===== src/rtl/core/psc_pkg.sv =====
// Shared types and constants for the prime sieve counter.
`timescale 1ns / 1ps

package psc_pkg;

  // Fixed widths of the request and result fields
  localparam int unsigned LIMIT_W     = 17;
  localparam int unsigned COUNT_W     = 13;
  localparam int unsigned FIRST_PRIME = 2;
  localparam logic [COUNT_W-1:0] COUNT_MAX = {COUNT_W{1'b1}};

  // Control flags that travel with each candidate down the cell chain
  typedef struct packed {
    logic valid;  // a candidate occupies this slot
    logic alive;  // no cell has found a divisor yet
    logic taken;  // a cell captured this candidate as its prime
    logic last;   // candidate equals the limit
  } psc_flags_t;

  // Controller states, one-hot
  typedef enum logic [3:0] {
    S_IDLE  = 4'b0001,
    S_FEED  = 4'b0010,
    S_DRAIN = 4'b0100,
    S_DONE  = 4'b1000
  } psc_state_t;

endpackage


===== src/rtl/core/psc_cell.sv =====
// One sieve cell: holds a prime and the residue of the next candidate modulo it.
`timescale 1ns / 1ps

module psc_cell
  import psc_pkg::*;
#(
  parameter int unsigned NUM_W = 17,
  parameter int unsigned P_W   = 9
) (
  input  logic             clk,
  input  logic             rst_n,
  input  logic             clear,
  input  psc_flags_t       flags_in,
  input  logic [NUM_W-1:0] num_in,
  output psc_flags_t       flags_out,
  output logic [NUM_W-1:0] num_out
);

  logic             full_r, full_nxt;
  logic [P_W-1:0]   prime_r, prime_nxt;
  logic [P_W-1:0]   res_r, res_nxt;
  psc_flags_t       flags_r, flags_nxt;
  logic [NUM_W-1:0] num_r;

  // Test the candidate against the held prime, or capture it as the new prime
  always_comb begin
    full_nxt  = full_r;
    prime_nxt = prime_r;
    res_nxt   = res_r;
    flags_nxt = flags_in;
    if (flags_in.valid) begin
      if (full_r) begin
        if (res_r == '0) begin
          flags_nxt.alive = 1'b0;
        end
        if (res_r == prime_r - P_W'(1)) begin
          res_nxt = '0;
        end else begin
          res_nxt = res_r + P_W'(1);
        end
      end else if (flags_in.alive && !flags_in.taken) begin
        full_nxt        = 1'b1;
        prime_nxt       = P_W'(num_in);
        res_nxt         = P_W'(1);
        flags_nxt.taken = 1'b1;
      end
    end
    if (clear) begin
      full_nxt        = 1'b0;
      flags_nxt.valid = 1'b0;
    end
  end

  // Control state and flags
  always_ff @(posedge clk) begin
    if (!rst_n) begin
      full_r  <= 1'b0;
      flags_r <= '0;
    end else begin
      full_r  <= full_nxt;
      flags_r <= flags_nxt;
    end
  end

  // Payload
  always_ff @(posedge clk) begin
    prime_r <= prime_nxt;
    res_r   <= res_nxt;
    num_r   <= num_in;
  end

  assign flags_out = flags_r;
  assign num_out   = num_r;

endmodule


===== src/rtl/core/prime_sieve_counter.sv =====
// Top level of the prime sieve counter: feeder, cell chain and tally.
//
// Usage: a request on in_valid/in_ready carries in_limit; one item comes back
// on out_valid/out_ready with out_prime_count, the number of primes 2..limit.
// Limits above MAX_LIMIT are taken as MAX_LIMIT; limits below two give zero.
// Candidates 2..n enter a chain of cells one per cycle. Each cell keeps one
// prime and the running residue of the candidate stream modulo that prime;
// an empty cell takes the first surviving candidate as its prime. The chain
// holds as many cells as there are primes up to sqrt(MAX_LIMIT), so any
// candidate that leaves the chain unmarked is prime and is tallied.
// For limits below two the result is offered in the cycle after the request.
// One request is handled at a time: in_ready is high only while the block
// is idle. Reset empties the chain and drops any pending result. A stalled
// receiver holds the result in the output register; no new request is taken
// until it is delivered. Each new request clears every cell at once.
`timescale 1ns / 1ps

module prime_sieve_counter
  import psc_pkg::*;
#(
  parameter int unsigned MAX_LIMIT = 65536
) (
  input  logic               clk,
  input  logic               rst_n,
  input  logic               in_valid,
  output logic               in_ready,
  input  logic [LIMIT_W-1:0] in_limit,
  output logic               out_valid,
  input  logic               out_ready,
  output logic [COUNT_W-1:0] out_prime_count
);

  // Integer square root at elaboration
  function automatic int unsigned isqrt(input int unsigned v);
    int unsigned s;
    s = 0;
    while ((s + 1) * (s + 1) <= v) begin
      s = s + 1;
    end
    return s;
  endfunction

  // Number of primes up to v at elaboration
  function automatic int unsigned primes_upto(input int unsigned v);
    int unsigned cnt;
    int unsigned r;
    bit          is_p;
    cnt = 0;
    for (int unsigned k = 2; k <= v; k++) begin
      is_p = 1'b1;
      for (int unsigned d = 2; is_p && d * d <= k; d++) begin
        // Reduce k by repeated subtraction of d
        r = k;
        while (r >= d) begin
          r = r - d;
        end
        if (r == 0) begin
          is_p = 1'b0;
        end
      end
      if (is_p) begin
        cnt = cnt + 1;
      end
    end
    return cnt;
  endfunction

  localparam int unsigned NUM_W  = $clog2(MAX_LIMIT + 1);
  localparam int unsigned ROOT   = isqrt(MAX_LIMIT);
  localparam int unsigned P_W    = $clog2(ROOT + 1);
  localparam int unsigned NCELLS = primes_upto(ROOT);

  psc_state_t         state_r, state_nxt;
  logic [NUM_W-1:0]   n_r, n_nxt;
  logic [NUM_W-1:0]   m_r, m_nxt;
  logic [COUNT_W-1:0] cnt_r, cnt_nxt;
  logic [NUM_W-1:0]   lim_sat;
  logic               accept;
  logic               clear;

  psc_flags_t         chain_flags [NCELLS+1];
  logic [NUM_W-1:0]   chain_num   [NCELLS+1];
  psc_flags_t         tail;

  assign in_ready        = (state_r == S_IDLE);
  assign accept          = in_valid && in_ready;
  assign clear           = accept;
  assign out_valid       = (state_r == S_DONE);
  assign out_prime_count = cnt_r;
  assign tail            = chain_flags[NCELLS];

  // Saturate the limit to the store size
  always_comb begin
    if (32'(in_limit) > 32'(MAX_LIMIT)) begin
      lim_sat = NUM_W'(MAX_LIMIT);
    end else begin
      lim_sat = NUM_W'(in_limit);
    end
  end

  // Inject the current candidate at the head of the chain
  assign chain_flags[0] = {(state_r == S_FEED), 1'b1, 1'b0, (m_r == n_r)};
  assign chain_num[0]   = m_r;

  // Cell chain
  for (genvar g = 0; g < NCELLS; g++) begin : g_cell
    psc_cell #(
      .NUM_W (NUM_W),
      .P_W   (P_W)
    ) u_cell (
      .clk       (clk),
      .rst_n     (rst_n),
      .clear     (clear),
      .flags_in  (chain_flags[g]),
      .num_in    (chain_num[g]),
      .flags_out (chain_flags[g+1]),
      .num_out   (chain_num[g+1])
    );
  end

  // Sequence a request: feed candidates, drain the chain, hold the result
  always_comb begin
    state_nxt = state_r;
    n_nxt     = n_r;
    m_nxt     = m_r;
    cnt_nxt   = cnt_r;
    if (tail.valid && tail.alive && cnt_r != COUNT_MAX) begin
      cnt_nxt = cnt_r + COUNT_W'(1);
    end
    case (state_r)
      S_IDLE: begin
        if (accept) begin
          cnt_nxt = '0;
          n_nxt   = lim_sat;
          m_nxt   = NUM_W'(FIRST_PRIME);
          if (in_limit < LIMIT_W'(FIRST_PRIME)) begin
            state_nxt = S_DONE;
          end else begin
            state_nxt = S_FEED;
          end
        end
      end
      S_FEED: begin
        if (m_r == n_r) begin
          state_nxt = S_DRAIN;
        end else begin
          m_nxt = m_r + NUM_W'(1);
        end
      end
      S_DRAIN: begin
        if (tail.valid && tail.last) begin
          state_nxt = S_DONE;
        end
      end
      S_DONE: begin
        if (out_ready) begin
          state_nxt = S_IDLE;
        end
      end
      default: begin
        state_nxt = S_IDLE;
      end
    endcase
  end

  // Control state
  always_ff @(posedge clk) begin
    if (!rst_n) begin
      state_r <= S_IDLE;
      cnt_r   <= '0;
    end else begin
      state_r <= state_nxt;
      cnt_r   <= cnt_nxt;
    end
  end

  // Request payload
  always_ff @(posedge clk) begin
    n_r <= n_nxt;
    m_r <= m_nxt;
  end

  // The chain is empty whenever a result is offered
  a_done_chain_empty: assert property (@(posedge clk) disable iff (!rst_n)
    (state_r == S_DONE) |-> !tail.valid)
    else $error("candidate still in chain while result is offered");

  // A limit below two answers at once with zero
  a_small_limit: assert property (@(posedge clk) disable iff (!rst_n)
    (accept && in_limit < LIMIT_W'(FIRST_PRIME)) |=> (out_valid && cnt_r == '0))
    else $error("small limit did not return zero at once");

  // The feed never runs past the limit
  a_feed_bound: assert property (@(posedge clk) disable iff (!rst_n)
    (state_r == S_FEED) |-> (m_r <= n_r))
    else $error("candidate counter passed the limit");

endmodule

===== config.mk =====
export PLATFORM = sky130hd
export DESIGN_NAME = prime_sieve_counter
export DESIGN_NICKNAME = d
export VERILOG_FILES = /design/src/rtl/core/psc_pkg.sv /design/src/rtl/core/psc_cell.sv /design/src/rtl/core/prime_sieve_counter.sv
export SDC_FILE = /design/constraint.sdc
export NUM_CORES = 2
export LEC_CHECK = 0
export ABC_CLOCK_PERIOD_IN_PS = 4800
export BUFFER_PORTS_ARGS = -buffer_cell sky130_fd_sc_hd__buf_2
export CAP_MARGIN = 20
export CORE_MARGIN = 5
export CORE_UTILIZATION = 68
export CTS_CLUSTER_DIAMETER = 30
export DETAILED_ROUTE_END_ITERATION = 16
export PLACE_DENSITY = 0.85
export RECOVER_POWER = 50
export SETUP_SLACK_MARGIN = 0.2
export SYNTH_ARGS = -nofsm -noshare
export SYNTH_HDL_FRONTEND = slang
export SYNTH_SLANG_ARGS = --single-unit

===== constraint.sdc =====
create_clock -name clk -period 4.8 [get_ports clk]
set_clock_uncertainty 0.05 [all_clocks]
set_input_delay 0.96 -clock clk [delete_from_list [all_inputs] [get_ports clk]]
set_output_delay 0.96 -clock clk [all_outputs]
set_load 0.1 [all_outputs]

==> impl_metrics.ini <==
[outcome]
outcome = completed

[critical_path]
cp.arrival_ps = 2590
cpPeakStageDelay_ps = 590
startpoint_type = flop
cp_top_family = simple AND/OR/NAND/NOR gates
critical_path_buf_inv_count = 1
end_kind = output port
crit_type = reg2out
slowest_stage = nor3_1
critical_path_required_ps = 3790
crit_fanout = 7
crit_chain = nand2b_1 -> nor3_1 -> buf_2

[logic_synthesis]
ys_async_sr_fraction_pct = 0
yosys_register_bits = 1769
synth_cells = 6636
yosysUniqueCellTypes = 95
synth-seq-area-share_pct = 59.6
synth-edff-count = 1006
synth.cell_area_mm2 = 0.0764
synth_nets = 6821
yosys_most_used_dff = edfxtp_1
yosys_warnings = 0
avgSynthCellArea_um2 = 11.5

[die]
die_area_mm2 = 0.119
start_util_pct = 68.2
die_h_um = 345
pin_count = 36
fp-row-count = 123
core_region_area_mm2 = 0.112
die_w_um = 345

[pwr]
ir_drop_mv = 0.393
p_int_mw = 30.2
leakagePower_nw = 31.7
seqPwrFrac_pct = 43.0
clkPwrFrac_pct = 56.4
p_comb_share_pct = 0.6
p_sw_share_pct = 21.9
power_switching_mw = 8.48
power_density_mw_per_mm2 = 437

[clock_network]
clk_pin_slew_ps = 50
post_cts_buffers = 0
cts.sinks = 1769
cts_buffers = 312
cts_max_level = 5
post_cts_resized = 0
clock_path_buffers = 4
cts_tree = yes
clock_latency_ps = 910
cts-root-buf = clkbuf_16
cts-hold-fix-buffers = 0

[timing]
worst-slew-pin-transition_ps = 1210
slew_headroom_pct = 19.3
fmax_ghz = 0.278
slew_viol_final = 0
tns_ps = 0
rsz0062_at_grt = no
post-route-period-util_pct = 74.9
min_period_ps = 3600
hold_viol_final = 0
setup_violations = 0

[drt]
dr.pass1.iters = 7
drt_first_iter_violations = 4784
vias = 53400
dr_wl_met2_um = 88500
wl_met1_um = 68300
via_per_inst = 6.20
drc = 0
wl_met3_um = 12700
drt-total-wl_um = 177000
top_layer_used = met4
ant_nets = 0
route.detailed.wl_per_inst_um = 20.5

[run]
maxCapViolations = 0

[place]
gp_congestion = 0.859
port_buffers = 35
dpl.hpwl_um = 103000

[finish]
finalCoreUtilization_pct = 79.0
nFillCells = 5931
diodes = 0
multi_input_area_mm2 = 0.0291
drive_gt1_share_pct = 8.91
syn_to_final_growth_pct = 15.8
fin_nets = 7049
seqCellArea_mm2 = 0.0455

[grt]
grt_util_all_layers_pct = 28.9
antenna_found_initial = 1
grt_pass1_wl_um = 285000
grt-ovfl-total = 0
grt_max_degree = 65
first_global_vias = 54300

[min_path]
min_path_type = reg2reg
==> metrics by stage <==
stage          instance area, µm²  std cells  power [mW]  setup slack [ps]  hold WS (ps)
2_1_floorplan               76400       6636        16.9               291           277
3_3_place_gp                78000       8046        17.1              1750           280
3_5_place_dp                78000       8047        17.1              1720           283
4_1_cts                     88500       8603        38.8              1230           238
5_1_grt                     88500       8606        39.5              1110           263
6_report                    88500       8606        38.6              1200           241
==> synth_stat cells, types with 17 or more instances <==
| cell type | instances | area [µm²] |
|---|---|---|
| a21oi_1 | 124 | 621 |
| a31oi_1 | 128 | 801 |
| and2_1 | 164 | 1030 |
| and3_1 | 167 | 1040 |
| and4b_1 | 35 | 350 |
| clkbuf_1 | 121 | 454 |
| clkinv_1 | 19 | 71.3 |
| dfxtp_1 | 763 | 15300 |
| edfxtp_1 | 1006 | 30200 |
| ha_1 | 164 | 2050 |
| inv_1 | 338 | 1270 |
| nand2_1 | 267 | 1000 |
| nand2b_1 | 89 | 557 |
| nand3_1 | 236 | 1180 |
| nand3b_1 | 42 | 315 |
| nand4_1 | 132 | 826 |
| nand4b_1 | 36 | 315 |
| nor2_1 | 630 | 2360 |
| nor2b_1 | 99 | 619 |
| nor3_1 | 302 | 1510 |
| nor3b_1 | 23 | 173 |
| nor4_1 | 132 | 826 |
| nor4b_1 | 17 | 149 |
| o2111ai_1 | 23 | 201 |
| o211ai_1 | 17 | 128 |
| o21a_1 | 57 | 428 |
| o21ai_0 | 148 | 741 |
| or3_1 | 40 | 250 |
| or4_1 | 29 | 218 |
| xnor2_1 | 510 | 4470 |
| xor2_1 | 499 | 4370 |
==> worst register-to-register path, stage by stage, from the launching register on <==
cell	delay [ps]
edfxtp_1	470
nor4_1	650
nand2_1	210
or3_1	360
xnor2_1	150
a2111oi_2	850
o21ai_0	160
==> power by group through the flow <==
stage          combinational [mW]  sequential (mW)  clock, mW
2_1_floorplan               0.137             16.8          0
3_3_place_gp                0.219             16.9          0
3_5_place_dp                0.226             16.9          0
4_1_cts                     0.230             16.6       21.9
5_1_grt                     0.246             16.6       22.6
6_report                    0.235             16.6       21.8
==> cell families after synthesis <==
family | after synthesis | share of synthesized area [%]
XOR/XNOR | 1010 | 11.6
flip-flops | 1769 | 59.6
multiplexers | 12 | 0.165
adder cells (fa/ha/maj) | 167 | 2.73
buffers and inverters | 490 | 2.42
AO/OA/AOI/OAI | 681 | 6.05
AND/OR/NAND/NOR | 2507 | 17.5
==> per-layer routing <==
metal	vias to the layer above	GRT usage, %
met5	-	0
met4	0	12.2
met3	646	4.61
met2	2686	49.6
met1	25800	36.6
li1	24300	-
==> final timing paths <==
| check | start | endpoint | slack, ps | depth (start not counted) |
|---|---|---|---|---|
| setup / recovery | state_r[0] | in_ready | 1200 | 3 |
| hold / removal | g_cell[6].u_cell.num_out[7] | g_cell[7].u_cell.num_out[7] | 240 | 0 |
| setup reg to reg | g_cell[47].u_cell.prime_r[2] | g_cell[47].u_cell.res_r[0] | 1610 | 6 |
| hold reg to reg | g_cell[6].u_cell.num_out[7] | g_cell[7].u_cell.num_out[7] | 240 | 0 |
==> flip-flops by register name, indices dropped and copies added, names as in the netlist, 13 cells and up <==
name and cells:
g_cell.u_cell.prime_r 486, g_cell.u_cell.res_r 486, g_cell.u_cell.num_out 477, g_cell.u_cell.flags_out 215, g_cell.u_cell.full_r 54, m_r 17
n_r 17, out_prime_count 13
==> cell usage in the layout (no fill, tap or decap), types with 18 or more instances in the layout <==
cell type / netlist / layout
edfxtp_1: 1006 / 1006
dfxtp_1: 763 / 763
nor2_1: 630 / 630
xnor2_1: 510 / 510
xor2_1: 499 / 499
inv_1: 338 / 337
clkbuf_16: 0 / 326
nor3_1: 302 / 302
nand2_1: 267 / 266
nand3_1: 236 / 236
and3_1: 167 / 167
ha_1: 164 / 164
and2_1: 164 / 150
o21ai_0: 148 / 147
nand4_1: 132 / 132
nor4_1: 132 / 132
a31oi_1: 128 / 128
a21oi_1: 124 / 123
nor2b_1: 99 / 99
nand2b_1: 89 / 89
o21a_1: 57 / 57
inv_6: 0 / 52
nand3b_1: 42 / 42
or3_1: 40 / 40
buf_2: 1 / 37
nand4b_1: 36 / 36
and4b_1: 35 / 35
clkbuf_1: 121 / 35
or4_1: 29 / 29
clkinv_4: 0 / 29
clkinv_1: 19 / 24
o2111ai_1: 23 / 23
nor3b_1: 23 / 23
clkinv_2: 0 / 21
clkbuf_8: 0 / 20
clkinvlp_4: 0 / 18
==> area by class of cell <==
class | count | area share, %
multi-input combinational | 4377 | 32.8
timing repair buffer | 47 | 0.277
tap | 1500 | 2.12
sequential | 1769 | 51.4
clock inverter | 179 | 2.17
clock buffer | 377 | 9.66
inverter | 357 | 1.52
Note: power is estimated with default switching activity, not from simulation.
